**src/design/fwr_pkg.sv**
```systemverilog
// Package for the 2D full-weighting restriction block.
// Holds shared constants, register indexes, the window flag type and the size helper.
// No dependencies.
package fwr_pkg;

    // Default parameter values
    localparam int unsigned MAX_COARSE_DEF  = 512;
    localparam int unsigned SAMPLE_BITS_DEF = 16;

    // Fixed field widths
    localparam int unsigned CFG_W     = 10;
    localparam int unsigned CFG_IDX_W = 2;
    localparam int unsigned OUT_W     = 20;

    // Configuration register indexes
    localparam logic [CFG_IDX_W-1:0] CFG_COARSE_ROWS = 2'd0;
    localparam logic [CFG_IDX_W-1:0] CFG_COARSE_COLS = 2'd1;

    // Taps in one 3x3 window
    localparam int unsigned NUM_TAPS = 9;

    // Classification of one window, carried with its taps
    typedef struct packed {
        logic row_odd;   // window centered one row back
        logic col_odd;   // window centered one column back
        logic last;      // final coarse value of the grid
    } t_wflags;

    // Last fine index for a coarse size, size saturated to [2, max_c]
    function automatic int unsigned fine_last(logic [CFG_W-1:0] v, int unsigned max_c);
        int unsigned s;
        s = int'(v);
        if (s < 2) begin
            s = 2;
        end else if (s > max_c) begin
            s = max_c;
        end
        return 2 * s - 2;
    endfunction

endpackage

```
**src/design/fwr_back.sv**
```systemverilog
// Back part of the restriction block: weights each 3x3 window into one coarse value.
// Column sums in one stage, the total in the output register. Depends on fwr_pkg.
module fwr_back #(
    parameter int unsigned SAMPLE_BITS = fwr_pkg::SAMPLE_BITS_DEF,
    parameter int unsigned QW          = $bits(fwr_pkg::t_wflags)
                                         + fwr_pkg::NUM_TAPS * SAMPLE_BITS
) (
    input  logic                                 i_clk,
    input  logic                                 i_rst_n,
    // Window queue pop side
    input  logic                                 i_q_empty,
    input  logic [QW-1:0]                        i_pop_data,
    output logic                                 o_pop,
    // Result channel
    output logic                                 o_out_valid,
    input  logic                                 i_out_stall,
    output logic signed [fwr_pkg::OUT_W-1:0]     o_coarse_value,
    output logic                                 o_is_last
);
    import fwr_pkg::*;

    localparam int unsigned SB = SAMPLE_BITS;
    localparam int unsigned CW = SB + 2;   // one column, row weights sum to 4
    localparam int unsigned TW = SB + 4;   // full window, weights sum to 16

    t_wflags              in_flags;
    logic signed [SB-1:0] tap [3][3];
    logic signed [CW-1:0] col_sum [3];

    logic                 r_b1_valid;
    logic signed [CW-1:0] r_col_sum [3];
    logic                 r_b1_col_odd, r_b1_last;

    logic signed [TW-1:0] total;
    logic                 out_en, b1_en;

    // Output register takes a new value when empty or being taken
    assign out_en = !o_out_valid || !i_out_stall;
    assign b1_en  = !r_b1_valid || out_en;
    assign o_pop  = b1_en && !i_q_empty;

    // Unpack the window and weight along the rows
    always_comb begin
        in_flags = t_wflags'(i_pop_data[QW-1 -: $bits(t_wflags)]);
        for (int i = 0; i < 3; i++) begin
            for (int j = 0; j < 3; j++) begin
                tap[i][j] = signed'(i_pop_data[(i*3+j)*SB +: SB]);
            end
        end
        for (int i = 0; i < 3; i++) begin
            if (in_flags.row_odd) begin
                col_sum[i] = CW'(tap[i][0]) + (CW'(tap[i][1]) <<< 1) + CW'(tap[i][2]);
            end else begin
                col_sum[i] = CW'(tap[i][1]) + (CW'(tap[i][2]) <<< 1);
            end
        end
    end

    // Column sum stage
    always_ff @(posedge i_clk) begin
        if (!i_rst_n) begin
            r_b1_valid <= 1'b0;
        end else if (b1_en) begin
            r_b1_valid <= !i_q_empty;
        end
    end

    always_ff @(posedge i_clk) begin
        if (o_pop) begin
            r_col_sum    <= col_sum;
            r_b1_col_odd <= in_flags.col_odd;
            r_b1_last    <= in_flags.last;
        end
    end

    // Weight along the columns
    always_comb begin
        if (r_b1_col_odd) begin
            total = TW'(r_col_sum[0]) + (TW'(r_col_sum[1]) <<< 1) + TW'(r_col_sum[2]);
        end else begin
            total = TW'(r_col_sum[1]) + (TW'(r_col_sum[2]) <<< 1);
        end
    end

    // Output register, value kept modulo the output width
    always_ff @(posedge i_clk) begin
        if (!i_rst_n) begin
            o_out_valid <= 1'b0;
        end else if (out_en) begin
            o_out_valid <= r_b1_valid;
        end
    end

    always_ff @(posedge i_clk) begin
        if (out_en && r_b1_valid) begin
            o_coarse_value <= OUT_W'(total);
            o_is_last      <= r_b1_last;
        end
    end

`ifndef NO_ASSERTIONS
    a_pop_loads: assert property (@(posedge i_clk) disable iff (!i_rst_n)
        o_pop |=> r_b1_valid)
        else $error("popped window lost");
    a_b1_holds: assert property (@(posedge i_clk) disable iff (!i_rst_n)
        (r_b1_valid && !out_en) |=> r_b1_valid)
        else $error("column sums dropped while output stalled");
    a_b1_to_out: assert property (@(posedge i_clk) disable iff (!i_rst_n)
        (r_b1_valid && out_en) |=> o_out_valid)
        else $error("column sums not delivered to output");
`endif

endmodule

```
**config.mk**
```make
export PLATFORM = sky130hd
export DESIGN_NAME = fwr_back
export DESIGN_NICKNAME = d
export VERILOG_FILES = /design/src/design/fwr_pkg.sv /design/src/design/fwr_back.sv
export SDC_FILE = /design/constraint.sdc
export NUM_CORES = 1
export LEC_CHECK = 0
export CORE_MARGIN = 5
export CORE_UTILIZATION = 61
export DETAILED_ROUTE_END_ITERATION = 10
export DONT_BUFFER_PORTS = 1
export PLACE_DENSITY_LB_ADDON = 0.12
export SETUP_SLACK_MARGIN = 0.2
export SLEW_MARGIN = 20
export SYNTH_ARGS = -nofsm -noshare
export SYNTH_HDL_FRONTEND = slang
export SYNTH_SLANG_ARGS = --single-unit
```
**constraint.sdc**
```tcl
create_clock -name i_clk -period 5.2 [get_ports i_clk]
set_input_delay 0.52 -clock i_clk [delete_from_list [all_inputs] [get_ports i_clk]]
set_output_delay 0.52 -clock i_clk [all_outputs]
set_load 0.01 [all_outputs]
```
==> flow_summary.yaml <==
cts:
  cts.clk_slew.worst_paths_ns: 0.05
  postCtsSetupBuffers: 0
  cts_buffers: 9
  cts.sinks: 79
  ctsResizeCount: 0
  h-tree-depth: 3
  clock_latency_ns: 0.34
  cts_tree: "built"
  root_buffer: "clkbuf_16"
  postCtsHoldBufs: 0
  clock_path_buffers: 2
power_and_ir_drop:
  comb_power_share_pct: 60.6
  p_sw_uw: 1680
  swShare_pct: 42.1
  irDropWorstVdd_uv: 200
  power.density_mw_per_mm2: 368
  internal_power_uw: 2310
  p_seq_share_pct: 25.3
  total_leakage_power_uw: 0.00446
  clkPwrFrac_pct: 14.2
timing:
  slew_violations: 0
  finalHoldViolCount: 0
  worst_pin_slew_ns: 0.930
  rsz0062_at_grt: "false"
  maxClockFrequency_mhz: 282
  fin_skew_ns: 0.00541
  min_period_ns: 3.54
  fin_crit_sh_pct: 68.1
  fin_ws_ns: 1.66
  finalSetupTns_ns: 0
  fin_hold_ws_ns: 0.275
  setup_violations: 0
  timing.slew.headroom_pct: 37.2
global_route:
  met1_usage_pct: 36.1
  grt-ovfl-total: 0
  antenna_found_initial: 0
  met2_usage_pct: 37.4
  grt_pass1_vias: 7813
  track_usage_pct: 24.4
  gr-usage-met3_pct: 3.51
  grt_max_degree: 82
  globalRoute.busiestLayer: "met2"
  grt_first_pass_wirelength_um: 39300
cells_and_area:
  area_growth_pct: 4.84
  nNetsFinal: 1425
  num_antenna_cells: 0
  layout-drive-gt1-share_pct: 3.55
  instances_no_fill: 1289
  fill_cells: 1370
floorplanning:
  fp-row-count: 47
  die_area_mm2: 0.0197
  initial_utilization_pct: 62.2
  fp.dieH_um: 140
  io_pins: 174
  chipWidth_um: 140
  design.core.area_mm2: 0.0166
yosys:
  syn_area_mm2: 0.0104
  seq_area_frac_synth_pct: 22.7
  syn_inst: 1072
  ys_ff_latch: 79
  syn_nets: 1433
  avgSynthCellArea_um2: 9.66
  synthArstFlopShare_pct: 0
  synth_edf_count: 77
  synth_cell_types: 68
  ys_warn_count: 0
  ys.flop_type: "edfxtp_1"
setup_path:
  crit_path_end_kind: "flip-flop"
  timing.rr.start: "r_col_sum[1]"
  crit_chain: "fa_1 -> ha_1 -> inv_1 -> fa_1 -> nand2b_1 -> a21oi_1 -> nor2_1 -> o311ai_0 -> o211ai_1 -> o21ai_0 -> xnor2_1 -> a21oi_1"
  regToRegSetupSlack_ns: 1.66
  critPathMaxFanout: 3
  cp_slowest_stage_delay_ns: 0.57
  r2r_cells: 12
  cp-start-kind: "flip-flop"
  worst_path_max_delay_cell: "fa_1"
  crit_family: "adder cells"
  required_ns: 5.27
  worstPathArrival_ns: 3.62
  critPathKind: "flip-flop to flip-flop"
  reg2reg_to: "o_coarse_value[17]"
  cp.buffers_inverters: 1
routing:
  first_pass_iters: 5
  drt_iter0_drc: 618
  wl_per_cell_um: 18.5
  vias_per_cell: 6.33
  wirelength_um: 23900
  ant_nets: 0
  route.detailed.drc: 0
  vias: 8162
place:
  gp_congestion: 0.947
  portBuffers: 0
  dp_cells: 1273
  hpwl_um: 19800
  pre_cts_ws_ns: 1.47
outcome:
  run_status: "complete, no violations"
flow_run:
  maxCapViolations: 0
min_path:
  whs_endpoint: "r_b1_col_odd"
  holdPathStages: 0
  hp-start: "i_pop_data[145]"
  hold_path.class: "input pin to flip-flop"
how the worst max path moves through the flow:
stage	endpoint	start	cells after the start	slack, ns
after floorplan	o_pop	r_b1_valid	1	1.12
after global placement	r_col_sum[15]	i_pop_data[97]	11	1.50
after detailed placement	r_col_sum[15]	i_pop_data[97]	11	1.47
after CTS	o_coarse_value[17]	r_col_sum[1]	12	1.66
after global routing	o_coarse_value[19]	r_col_sum[1]	12	1.38
final	o_coarse_value[17]	r_col_sum[1]	12	1.66
area by class of cell:
cell class / instances / area [µm²] / share of cell area, %
inverters: 31 / 116 / 1.07
repair buffers: 2 / 15.0 / 0.138
multi-input cells: 941 / 7830 / 72.2
clock inverters: 1 / 5.00 / 0.0461
clock buffers: 15 / 258 / 2.38
well taps: 220 / 275 / 2.54
flip-flops and latches: 79 / 2350 / 21.7
cell families after synthesis:
family / after synthesis / share of synthesized area (%)
compound gates: 370 / 22.9
xor+xnor: 101 / 8.55
fa+ha+maj: 210 / 30.8
buf+inv: 52 / 1.89
flops: 79 / 22.7
mux: 23 / 2.36
simple gates: 237 / 10.9
registers in the layout, indices dropped and copies added, names as in the netlist:
| name | cells |
|---|---|
| o_out_valid | 1 |
| r_b1_last | 1 |
| o_is_last | 1 |
| o_coarse_value | 20 |
| r_b1_col_odd | 1 |
| r_col_sum | 54 |
| r_b1_valid | 1 |
cells in the final DEF, fill, tap and decap left out, types with 3 or more instances in the layout:
cell / instances
a211o_1: 8
a211oi_1: 20
a21boi_0: 3
a21o_1: 41
a21oi_1: 114
a221oi_1: 5
a31o_2: 3
a31oi_1: 8
and2_1: 3
and3_1: 6
and4_1: 3
clkbuf_1: 5
clkbuf_16: 9
edfxtp_1: 77
fa_1: 74
ha_1: 136
inv_1: 31
mux2_2: 11
mux2i_1: 12
nand2_1: 56
nand2b_1: 11
nand3_1: 20
nand4_1: 13
nor2_1: 78
nor2b_1: 8
nor3_1: 15
nor3b_1: 5
o211ai_1: 12
o21a_1: 14
o21ai_0: 82
o21bai_1: 17
o31ai_1: 3
o41ai_1: 3
or2_2: 3
or3_1: 12
xnor2_1: 57
xor2_1: 44
cells in the mapped netlist, types with 3 or more instances:
cell type	count	share of area [%]
nor3b_1	5	0.36
a21o_1	41	3.0
fa_1	74	14
o41ai_1	3	0.25
o21a_1	14	1.0
nand4_1	13	0.79
and4_1	3	0.25
nor2_1	78	2.8
a211oi_1	20	1.5
clkbuf_1	16	0.58
nand2b_1	11	0.66
o211ai_1	12	0.87
o21bai_1	17	1.2
a221oi_1	5	0.42
or3_1	12	0.73
a211o_1	8	0.68
a31oi_1	9	0.54
mux2_2	11	1.2
or2_2	3	0.18
nor3_1	15	0.73
xor2_1	44	3.7
nand2_1	56	2.0
edfxtp_1	77	22
a31o_2	3	0.25
inv_1	31	1.1
a21oi_1	114	5.5
ha_1	136	16
xnor2_1	57	4.8
nand3_1	20	0.97
and3_1	6	0.36
mux2i_1	12	1.2
o31ai_1	3	0.22
buf_1	5	0.18
o21ai_0	82	4.0
nor2b_1	8	0.48
a21boi_0	4	0.29
and2_1	3	0.18
per-stage QoR:
stage | power (µW) | instance area [µm²] | util, %
floorplan | 2900 | 10400 | -
global placement | 3350 | 10600 | 63.6
detailed placement | 3390 | 10600 | 63.6
CTS | 3980 | 10800 | 65.2
global route | 4350 | 10900 | 65.2
finish | 4000 | 10900 | 65.2
power by group through the flow:
stage                     clock network [µW]  registers [µW]  logic [µW]
after global routing                     608            1020        2720
after global placement                     0            1020        2330
after floorplan                            0             987        1910
final                                    566            1010        2420
after CTS                                580            1010        2390
after detailed placement                   0            1030        2370
routing by layer:
| layer | part of all wire (%) | up-vias | routed length (µm) |
|---|---|---|---|
| li1 | - | 4035 | - |
| met1 | 47 | 3830 | 11300 |
| met2 | 45 | 276 | 10800 |
| met3 | 5.9 | 21 | 1420 |
| met4 | 1.9 | 0 | 444 |
| met5 | 0 | - | 0 |
(Power assumes the default switching activity.)
