`src/design/fwr_pkg.sv`:
```
// Package for the 2D full-weighting restriction block.
// Holds shared constants, register indexes, the window flag type and the size helper.
// No dependencies.
package fwr_pkg;

    // Default parameter values
    localparam int unsigned MAX_COARSE_DEF  = 512;
    localparam int unsigned SAMPLE_BITS_DEF = 16;

    // Fixed field widths
    localparam int unsigned CFG_W     = 10;
    localparam int unsigned CFG_IDX_W = 2;
    localparam int unsigned OUT_W     = 20;

    // Configuration register indexes
    localparam logic [CFG_IDX_W-1:0] CFG_COARSE_ROWS = 2'd0;
    localparam logic [CFG_IDX_W-1:0] CFG_COARSE_COLS = 2'd1;

    // Taps in one 3x3 window
    localparam int unsigned NUM_TAPS = 9;

    // Classification of one window, carried with its taps
    typedef struct packed {
        logic row_odd;   // window centered one row back
        logic col_odd;   // window centered one column back
        logic last;      // final coarse value of the grid
    } t_wflags;

    // Last fine index for a coarse size, size saturated to [2, max_c]
    function automatic int unsigned fine_last(logic [CFG_W-1:0] v, int unsigned max_c);
        int unsigned s;
        s = int'(v);
        if (s < 2) begin
            s = 2;
        end else if (s > max_c) begin
            s = max_c;
        end
        return 2 * s - 2;
    endfunction

endpackage

```
`src/design/fwr_queue.sv`:
```
// Short queue between the front and back parts of the restriction block.
// Holds complete windows so either side can stall on its own. Depends on fwr_pkg.
module fwr_queue #(
    parameter int unsigned WIDTH = 8,
    parameter int unsigned DEPTH = 4
) (
    input  logic             i_clk,
    input  logic             i_rst_n,
    input  logic             i_push,
    input  logic [WIDTH-1:0] i_push_data,
    output logic             o_full,
    input  logic             i_pop,
    output logic [WIDTH-1:0] o_pop_data,
    output logic             o_empty
);
    import fwr_pkg::*;

    localparam int unsigned PTR_W = (DEPTH > 1) ? $clog2(DEPTH) : 1;
    localparam int unsigned CNT_W = $clog2(DEPTH + 1);

    logic [WIDTH-1:0] r_mem [DEPTH];
    logic [PTR_W-1:0] r_wr_ptr, r_rd_ptr;
    logic [CNT_W-1:0] r_count;

    assign o_full     = (r_count == CNT_W'(DEPTH));
    assign o_empty    = (r_count == '0);
    assign o_pop_data = r_mem[r_rd_ptr];

    // Store pushed windows
    always_ff @(posedge i_clk) begin
        if (i_push) begin
            r_mem[r_wr_ptr] <= i_push_data;
        end
    end

    // Pointers and fill count
    always_ff @(posedge i_clk) begin
        if (!i_rst_n) begin
            r_wr_ptr <= '0;
            r_rd_ptr <= '0;
            r_count  <= '0;
        end else begin
            if (i_push) begin
                r_wr_ptr <= (r_wr_ptr == PTR_W'(DEPTH - 1)) ? '0 : r_wr_ptr + 1'b1;
            end
            if (i_pop) begin
                r_rd_ptr <= (r_rd_ptr == PTR_W'(DEPTH - 1)) ? '0 : r_rd_ptr + 1'b1;
            end
            if (i_push && !i_pop) begin
                r_count <= r_count + 1'b1;
            end else if (i_pop && !i_push) begin
                r_count <= r_count - 1'b1;
            end
        end
    end

`ifndef NO_ASSERTIONS
    a_count_bound: assert property (@(posedge i_clk) disable iff (!i_rst_n)
        r_count <= CNT_W'(DEPTH))
        else $error("queue count beyond depth");
    a_no_pop_empty: assert property (@(posedge i_clk) disable iff (!i_rst_n)
        i_pop |-> !o_empty)
        else $error("pop from empty queue");
    a_push_counts: assert property (@(posedge i_clk) disable iff (!i_rst_n)
        (i_push && !i_pop) |=> (r_count == $past(r_count) + 1'b1))
        else $error("push not counted");
`endif

endmodule

```
`config.mk`:
```
export PLATFORM = sky130hd
export DESIGN_NAME = fwr_queue
export DESIGN_NICKNAME = d
export VERILOG_FILES = /design/src/design/fwr_pkg.sv /design/src/design/fwr_queue.sv
export SDC_FILE = /design/constraint.sdc
export NUM_CORES = 1
export LEC_CHECK = 0
export BUFFER_PORTS_ARGS = -buffer_cell sky130_fd_sc_hd__buf_2
export CELL_PAD_IN_SITES_DETAIL_PLACEMENT = 1
export CELL_PAD_IN_SITES_GLOBAL_PLACEMENT = 1
export CORE_UTILIZATION = 51
export CTS_CLUSTER_DIAMETER = 60
export DETAILED_ROUTE_END_ITERATION = 10
export PLACE_DENSITY_LB_ADDON = 0.3
export SYNTH_ARGS = -nofsm -noshare
export SYNTH_HDL_FRONTEND = slang
export SYNTH_SLANG_ARGS = --single-unit
```
`constraint.sdc`:
```
create_clock -name i_clk -period 3.8 [get_ports i_clk]
set_clock_uncertainty 0.2 [all_clocks]
set_input_delay 0.57 -clock i_clk [delete_from_list [all_inputs] [get_ports i_clk]]
set_output_delay 0.57 -clock i_clk [all_outputs]
set_load 0.05 [all_outputs]
```
==> results of run 1 <==
-- state kept, by name (all words and copies together), names as in the netlist, named ones only --
name and flops:
r_count 3, r_wr_ptr 2, r_mem 32, r_rd_ptr 2
-- area by class of cell --
class	instances	area [um^2]
Clock buffer	6	41.29
Clock inverter	2	35.03
Fill cell	286	1192
Inverter	4	15.01
Multi-Input combinational cell	39	442.9
Sequential cell	41	1141
Tap cell	44	55.05
Timing Repair Buffer	21	105.1
-- routing by layer --
metal / up-vias / part of all wire, % / global-route usage, %
met4: 0 / 2.1 / 9.184
met5: - / 0 / 0
li1: 379 / - / -
met2: 16 / 52 / 28.90
met3: 5 / 4.2 / 6.027
met1: 398 / 42 / 20.15
-- cells by family after synthesis --
family | Yosys count
mux | 12
simple gates | 15
flops | 41
xor+xnor | 2
compound gates | 3
buf+inv | 6
fa+ha+maj | 7
-- synthesized netlist by cell type --
cell,instances,share of area (%)
nor2_1,1,0.23
mux2i_1,4,2.5
mux4_2,8,11
fa_1,1,1.2
nor3_1,2,0.62
buf_6,1,0.70
nor2b_1,5,1.9
edfxtp_1,32,59
or3_1,1,0.39
and2_1,5,1.9
dfxtp_1,9,11
xor2_1,1,0.54
nor3b_1,1,0.46
xnor2_1,1,0.54
clkbuf_2,1,0.31
inv_1,4,0.93
o21ai_0,1,0.31
a21boi_1,1,0.46
o21a_1,1,0.46
ha_1,6,4.6
-- power by group through the flow --
stage / registers (W) / logic [W] / clock network [W]
2_1_floorplan: 0.000530 / 0.000123 / 0
6_report: 0.000530 / 0.000152 / 0.000269
4_1_cts: 0.000530 / 0.000154 / 0.000278
3_3_place_gp: 0.000539 / 0.000146 / 0
3_5_place_dp: 0.000540 / 0.000154 / 0
5_1_grt: 0.000533 / 0.000164 / 0.000296
-- worst paths after layout --
kind / startpoint / endpoint / slack (ns)
setup / recovery: flip-flop / o_pop_data[2] / 1.22
hold / removal: i_push_data[4] / r_mem[2][4] / 0.23
setup reg to reg: r_count[0] / r_count[2] / 2.12
hold reg to reg: r_count[2] / r_count[2] / 0.32
-- critical path, delay by kind of cell, from the launching register on --
| family | cells | cell delay (ns) |
|---|---|---|
| buffers and inverters | 1 | 0.23 |
| muxes | 1 | 0.58 |
| DFF | 1 | 0.68 |
-- per-stage QoR --
step | area (um^2) | utilization, % | total power (W) | hold slack, ns | setup slack (ns)
after global placement | 1759 | 58.10 | 0.0006848 | 0.2810 | 1.562
after global routing | 1836 | 60.62 | 0.0009924 | 0.2040 | 1.070
after floorplan | 1615 | - | 0.0006534 | 0.2651 | 1.528
after detailed placement | 1759 | 58.10 | 0.0006941 | 0.3072 | 1.541
after CTS | 1836 | 60.62 | 0.0009624 | 0.2121 | 1.157
final | 1836 | 60.62 | 0.0009507 | 0.2336 | 1.219
-- cells in the final DEF (no fill, tap or decap) --
cell type	count
or3_1	1
a21boi_1	1
mux4_2	8
mux2i_1	4
edfxtp_1	32
dfxtp_1	9
clkinv_2	1
clkbuf_1	1
buf_2	21
clkbuf_4	5
o21ai_0	1
fa_1	1
nor2b_1	5
xor2_1	1
inv_1	4
and2_1	5
nor2_1	1
o21a_1	1
ha_1	6
xnor2_1	1
nor3b_1	1
bufinv_16	1
nor3_1	2
==> key figures, run 1 <==
Outcome
  • Status: complete, no violations

Global route
  • GRT Util Overall: between 10% and 20%
  • GRT overflow: 0
  • Antenna violations before repair: 0
  • Largest net degree at the start of global routing: 14
  • Vias in the first global route: slightly below 800
  • First-pass GRT wire length: 3967 um

Finish
  • Final net count: 131
  • Layout area overhead: 13.63%
  • Share of cells above drive strength 1: between 30% and 40%
  • Number of diodes: 0
  • Final Non-Filler Cells: ~160

Synth
  • Seq cells post-synth: 41
  • Synth Area in Compound Gates: 1.239%
  • Mux cell area share after synthesis: between 10% and 20%
  • Adder-cell share of the synthesized area: just under 6%
  • Combinational family with the most area after synthesis: multiplexers
  • Cell count after synthesis: 86
  • Simple-gate share of the synthesized area: between 5 and 6%
  • Synth warn: 0
  • Syn nets: approximately 110
  • Syn Area/Cell: roughly 19 um^2
  • XOR/XNOR share of the synthesized area: approximately 1.1%
  • Netlist cell types: 20
  • Cell area after synthesis: 0.001615 mm^2
  • Register area share after synthesis: 70.64%

Setup path
  • Worst reg-to-reg path cell count: 4
  • Crit Path Class: flip-flop to output port
  • Crit. End Element: output port
  • Crit-path cells: mux4_2, buf_2
  • CP Data Arrival Time: around 1.8 ns
  • Biggest cell delay along the critical path: about 0.68 ns
  • CP Data Required Time: just over 3 ns
  • Crit Path Max Fanout: 8
  • Critical-path top delay cell: dfxtp_1
  • Worst Setup Start Kind: flip-flop

Routing
  • Antenna Nets Post-Route: 0
  • Avg WL per Cell: between 15 and 20 um
  • Routed WL: about 2500 um
  • DR DRC count: 0
  • Number of vias per cell: 5.083
  • Initial DRC Count: 14
  • Initial DRT Pass Iterations: 3
  • Vias: around 800

Floorplan
  • Initial Utilization: between 50% and 60%
  • Die Ht: slightly below 60 um
  • Placeable Area: between 0.003 and 0.004 mm^2
  • Io pins: 22
  • Die Area: between 0.003 and 0.004 mm^2
  • Rows: 20
  • Die Wd: slightly below 60 um

Pwr
  • Peak supply drop: ~0.34 mV
  • Reg power frac: between 50% and 60%
  • Cell Pwr Density: 517.9 mW/mm^2
  • Switch share: a little over a quarter
  • Clock power share: 28.3%
  • Gate power share: between 10% and 20%
  • Sw Pwr: ~0.00025 W
  • Lkg Pwr: around 0.67 nW
  • Pint: around 0.0007 W

CTS
  • H-tree Lvls: 2
  • Worst-case clock buffer depth: 2
  • CTS tree: done
  • CTS Buf Count: 5
  • Post-CTS Setup Bufs: 0
  • # hold bufs at CTS: 0
  • CTS sink count: just over 40
  • Clock Latency Late Sink: 0.34 ns
  • CTS resizes: 0
  • CTS root buf: clkbuf_4
  • CTS clk-pin slew, worst paths: 0.12 ns

Hold path
  • Worst min-delay path class: input pin to flip-flop
  • WHS Path Cells: 1

Timing
  • Fmax: between 300 and 400 MHz
  • Tmin final: ~2.6 ns
  • Slew Viols, Final: 0
  • Fin. Hold Viols: 0
  • Setup TNS: 0 ns
  • Slew HR: 63.82%
  • Tcrit/Tclk final: just under 70%
  • Slew @ Worst Pin: about 0.54 ns
  • RSZ-0062 raised after global routing: no
  • Final setup viols: 0

Flow run
  • Max cap viols: 0

Placed design
  • Routability congestion estimate: about 0.64
  • Post-DP HPWL: approximately 1800 um
  • # port buffers: 21
  • Dpl cells: between 100 and 150
(Power assumes the default switching activity.)
==> run 2, diff against run 1 <==
CORE_UTILIZATION = 43   (was 51)
clock period = 2.2 ns   (was 3.8 ns; I/O delays follow)
==> key figures, run 2 (synthesis results as in run 1) <==
Timing
  • Slew HR: 70.43% (+6.6 points)
  • Setup TNS: 0 ns (unchanged)
  • Fmax: 483.5 MHz
  • Slew Viols, Final: 0 (unchanged)
  • Final setup viols: 0 (unchanged)
  • Tcrit/Tclk final: 94.02%
  • Slew @ Worst Pin: 0.4436 ns (-0.09833 ns)
  • Tmin final: 2.068 ns
  • Fin. Hold Viols: 0 (unchanged)
  • RSZ-0062 raised after global routing: no

CTS
  • CTS root buf: clkbuf_8
  • CTS tree: done
  • Post-CTS Setup Bufs: 0 (unchanged)
  • CTS resizes: 0 (unchanged)
  • Clock Latency Late Sink: 0.28 ns (-0.06 ns)
  • # hold bufs at CTS: 0 (unchanged)
  • Worst-case clock buffer depth: 2 (unchanged)
  • CTS Buf Count: 5 (unchanged)
  • CTS sink count: 41 (unchanged)
  • H-tree Lvls: 2 (unchanged)
  • CTS clk-pin slew, worst paths: 0.07 ns (-0.05 ns)

Global route
  • GRT overflow: 0 (unchanged)
  • GRT Util Overall: 15.05% (-2.4 points)
  • Antenna violations before repair: 0 (unchanged)
  • Largest net degree at the start of global routing: 13 (-1)
  • Vias in the first global route: 874 (+10%)
  • First-pass GRT wire length: 4312 um (+8.7%)

Finish
  • Share of cells above drive strength 1: 31.58% (-0.28 points)
  • Max reg flops: 32 (unchanged)
  • Fillers: 342 (+20%)
  • Most common cell after layout, fill and taps aside: edfxtp_1
  • Biggest regs: r_mem (32), r_count (3)
  • Most frequent cells in the layout: edfxtp_1, buf_2, dfxtp_1, mux4_2
  • Layout area overhead: 15.10%
  • Largest Register: r_mem
  • Number of diodes: 0 (unchanged)
  • Final Non-Filler Cells: 160 (+1.9%)
  • Final net count: 132 (+0.76%)
  • Design area: 0.001859 mm^2 (+1.3%)

Pwr
  • Cell Pwr Density: 891.6 mW/mm^2 (+72%)
  • Peak supply drop: 0.4234 mV (+25%)
  • Overall power: 0.001658 W (+74%)
  • Lkg Pwr: 0.6827 nW (+1.3%)

Routing
  • Initial DRC Count: 19 (+5)
  • DR DRC count: 0 (unchanged)
  • Vias: 805 (+0.88%)
  • Routed WL: 2546 um (unchanged)
  • Avg WL per Cell: 15.91 um (-1.9%)
  • Antenna Nets Post-Route: 0 (unchanged)
  • Number of vias per cell: 5.031 (-1.0%)
  • Initial DRT Pass Iterations: 3 (unchanged)

Floorplan
  • Placeable Area: 0.003468 mm^2 (+15%)
  • Die Area: 0.004006 mm^2 (+18%)
  • Initial Utilization: 46.57% (-6.8 points)
  • Io pins: 22 (unchanged)
  • Rows: 21 (+5.0%)
  • Die Wd: 63.29 um (+8.6%)
  • Die Ht: 63.29 um (+8.6%)

Setup path
  • Buffers & Inverters on Critical Path: 2 (+1)
  • Critical-path top delay cell: mux4_2
  • Worst r2r src: r_count[0]
  • Crit. End Element: output port
  • Crit Path Max Fanout: 8 (unchanged)
  • Worst reg-to-reg path cell count: 4 (unchanged)
  • CP Data Arrival Time: 1.54 ns (-0.27 ns)
  • Worst Setup Start Kind: flip-flop
  • Crit Path Class: flip-flop to output port
  • Biggest cell delay along the critical path: 0.53 ns (-0.15 ns)
  • CP Data Required Time: 1.67 ns (-1.36 ns)
  • Reg2reg setup slack: 0.47 ns (-1.65 ns)
  • Largest delay share family, worst path: multiplexers
  • WP depth: 3 (+1)
  • Crit-path cells: buf_4, mux4_2, buf_2

Hold path
  • Worst min-delay path class: input pin to flip-flop
  • Hold_sp: i_push_data[6]
  • WHS Path Cells: 1 (unchanged)

Placed design
  • Post-DP HPWL: 1867 um (+1.8%)
  • Dpl cells: 152 (+2.0%)
  • # port buffers: 21 (unchanged)
  • Placed Area: 0.001769 mm^2 (+0.57%)
  • Routability congestion estimate: 0.6747 (+5.6%)

Outcome
  • Status: complete, no violations

Flow run
  • Max cap viols: 0 (unchanged)
-- run 2: cell types whose count changed in the layout (fill, tap and decap cells not counted) --
cell | before | now
clkbuf_8 | 0 | 6
clkinv_2 | 1 | 0
buf_4 | 0 | 1
clkbuf_4 | 5 | 0
bufinv_16 | 1 | 0
clkbuf_1 | 1 | 2
-- run 2: through the flow --
| stage | util (%) | hold slack (ns) | worst slack, ns |
|---|---|---|---|
| floorplan | - | 0.2289 | 0.1682 |
| global placement | 51.01 | 0.2816 | 0.2519 |
| detailed placement | 51.01 | 0.3207 | 0.1136 |
| CTS | 53.61 | 0.05312 | 0.1023 |
| global route | 53.61 | 0.05208 | 0.06720 |
| finish | 53.61 | 0.06199 | 0.1317 |
-- run 2: path summary, 6_finish.rpt --
| kind | end |
|---|---|
| setup / recovery | o_pop_data[7] |
| hold / removal | r_mem[3][6] |
| setup reg to reg | r_count[2] |
| hold reg to reg | r_count[2] |
-- run 2: layout make-up --
type | count | area [um^2] | area share (%)
repair buffers | 22 | 112.6 | 6.057
well taps | 46 | 57.56 | 3.096
flip-flops and latches | 41 | 1141 | 61.37
inverters | 4 | 15.01 | 0.8075
clock buffers | 8 | 90.09 | 4.845
multi-input cells | 39 | 442.9 | 23.82
-- run 2: power breakdown --
part	total (W)	internal, W	switching (W)
Sequential	0.000909	0.000881	0.0000283
Combinational	0.000269	0.0000925	0.000177
Clock	0.000479	0.000255	0.000224
Total	0.00166	0.00123	0.000429
-- run 2: metal layers --
layer / share of wire [%] / vias up / wire length [um] / GRT usage [%]
li1: - / 378 / - / -
met1: 42 / 402 / 1060 / 16.85
met2: 51 / 19 / 1308 / 25.67
met3: 5.1 / 6 / 130 / 5.797
met4: 1.8 / 0 / 46 / 5.966
met5: 0 / - / 0 / 0
-- run 2: worst register-to-register path, stage by stage, from the launching register on --
cell and delay [ns]:
dfxtp_1 0.36, fa_1 0.44, xor2_1 0.16, or3_1 0.32
a21boi_1 0.18
==> run 3, diff against run 2 <==
PLACE_DENSITY_LB_ADDON = 0.1   (was 0.3)
==> key figures, run 3 (synthesis results as in run 1) <==
Setup path
  • Worst Setup Start Kind: flip-flop
  • Critical-path top delay cell: mux4_2
  • Buffers & Inverters on Critical Path: 2 (unchanged)
  • Crit-path cells: buf_4, mux4_2, buf_2
  • CP Data Arrival Time: 1.52 ns (-0.02 ns)
  • Crit. End Element: output port
  • Crit Path Max Fanout: 4 (-4)
  • CP Data Required Time: 1.67 ns (about the same)
  • Largest delay share family, worst path: multiplexers
  • Reg2reg setup slack: 0.52 ns (+0.05 ns)
  • Crit Path Class: flip-flop to output port
  • Biggest cell delay along the critical path: 0.51 ns (-0.02 ns)

Placed design
  • Post-DP HPWL: 1966 um (+5.3%)
  • Worst slack, placed: 0.1257 ns (+0.01205 ns)
  • Routability congestion estimate: 0.6624 (-1.8%)
  • # port buffers: 21 (unchanged)

Finish
  • Most common cell after layout, fill and taps aside: edfxtp_1
  • Max reg flops: 32 (unchanged)
  • Area of the multi-input gates: 442.9 um^2 (unchanged)
  • Biggest regs: r_mem (32), r_count (3)
  • Sequential cell area: 0.001141 mm^2 (unchanged)
  • Number of diodes: 0 (unchanged)
  • Layout area overhead: 17.20%
  • Largest Register: r_mem
  • Most frequent cells in the layout: edfxtp_1, buf_2, dfxtp_1, mux4_2
  • Final net count: 133 (+0.76%)
  • Fillers: 349 (+2.0%)
  • Share of cells above drive strength 1: 33.04% (+1.5 points)

CTS
  • CTS Buf Count: 5 (unchanged)
  • Worst-case clock buffer depth: 2 (unchanged)
  • CTS resizes: 0 (unchanged)
  • # hold bufs at CTS: 0 (unchanged)
  • H-tree Lvls: 2 (unchanged)
  • CTS sink count: 41 (unchanged)
  • CTS tree: done
  • Post-CTS Setup Bufs: 0 (unchanged)
  • CTS root buf: clkbuf_8
  • Clock Latency Late Sink: 0.28 ns (about the same)
  • CTS clk-pin slew, worst paths: 0.07 ns (about the same)

Global route
  • Vias in the first global route: 841 (-3.8%)
  • GRT overflow: 0 (unchanged)
  • First-pass GRT wire length: 4519 um (+4.8%)
  • Antenna violations before repair: 0 (unchanged)
  • Largest net degree at the start of global routing: 13 (unchanged)
  • GRT Util Overall: 16.10% (+1.1 points)

Floorplan
  • Io pins: 22 (unchanged)
  • Initial Utilization: 46.57% (unchanged)
  • Die Area: 0.004006 mm^2 (unchanged)
  • Rows: 21 (unchanged)
  • Die Wd: 63.29 um (unchanged)
  • Die Ht: 63.29 um (unchanged)
  • Placeable Area: 0.003468 mm^2 (unchanged)

Timing
  • Final Worst Setup Slack: 0.1542 ns (+0.02255 ns)
  • Setup TNS: 0 ns (unchanged)
  • Tmin final: 2.046 ns (-0.02255 ns)
  • Fmax: 488.8 MHz (+1.1%)
  • Fin. Hold Viols: 0 (unchanged)
  • Slew Viols, Final: 0 (unchanged)
  • RSZ-0062 raised after global routing: no
  • Slew HR: 70.55% (+0.12 points)
  • Tcrit/Tclk final: 92.99% (-1.0 points)
  • Slew @ Worst Pin: 0.4418 ns (-0.001755 ns)
  • Final setup viols: 0 (unchanged)

Routing
  • Vias: 818 (+1.6%)
  • Routed WL: 2657 um (+4.4%)
  • Initial DRC Count: 36 (+17)
  • Initial DRT Pass Iterations: 4 (+1)
  • DR DRC count: 0 (unchanged)
  • Antenna Nets Post-Route: 0 (unchanged)
  • Avg WL per Cell: 16.50 um (+3.7%)
  • Number of vias per cell: 5.081 (+0.98%)

Pwr
  • Cell Pwr Density: 945.0 mW/mm^2 (+6.0%)
  • Lkg Pwr: 0.7008 nW (+2.7%)
  • Peak supply drop: 0.4917 mV (+16%)
  • Overall power: 0.001789 W (+7.9%)

Hold path
  • Worst min-delay path class: input pin to flip-flop

Outcome
  • Status: complete, no violations

Flow run
  • Max cap viols: 0 (unchanged)
==> run 3: cell types whose count changed in the layout (fill, tap and decap cells not counted), sizes merged <==
cell,delta
buf,+1
bufinv,+1
clkbuf,-1
==> run 3: worst paths after layout <==
kind / start / end / depth (start not counted)
max: flip-flop / o_pop_data[5] / 3
min: i_push_data[2] / r_mem[2][2] / 1
max reg2reg: r_count[0] / r_count[2] / 4
min reg2reg: r_count[2] / r_count[2] / 2
==> run 3: layout make-up <==
cell class                 instances  share of cell area, %
clock buffer                       7                  4.560
clock inverter                     1                  1.586
inverter                           4                 0.7931
multi-input combinational         39                  23.40
sequential                        41                  60.28
tap                               46                  3.040
timing repair buffer              23                  6.345
==> run 3: where the power goes <==
group          switching [W]  internal, W
combinational       0.000177    0.0000945
sequential         0.0000291     0.000881
clock               0.000237     0.000370
total               0.000444      0.00135
==> run 3: through the flow <==
stage / instances / util, % / instance area [um^2] / hold WS, ns
2_1_floorplan: 86 / - / 1615 / 0.2289
3_3_place_gp: 153 / 51.23 / 1777 / 0.2833
3_5_place_dp: 153 / 51.23 / 1777 / 0.2925
4_1_cts: 161 / 54.58 / 1893 / 0.04404
5_1_grt: 161 / 54.58 / 1893 / 0.04811
6_report: 161 / 54.58 / 1893 / 0.05176
==> run 3: routing by layer <==
metal / vias up / track usage (%) / wire length (um)
met5: - / 0 / 0
met4: 0 / 6.818 / 53
met3: 5 / 5.797 / 120
met2: 18 / 25.40 / 1365
met1: 414 / 20.02 / 1118
li1: 381 / - / -
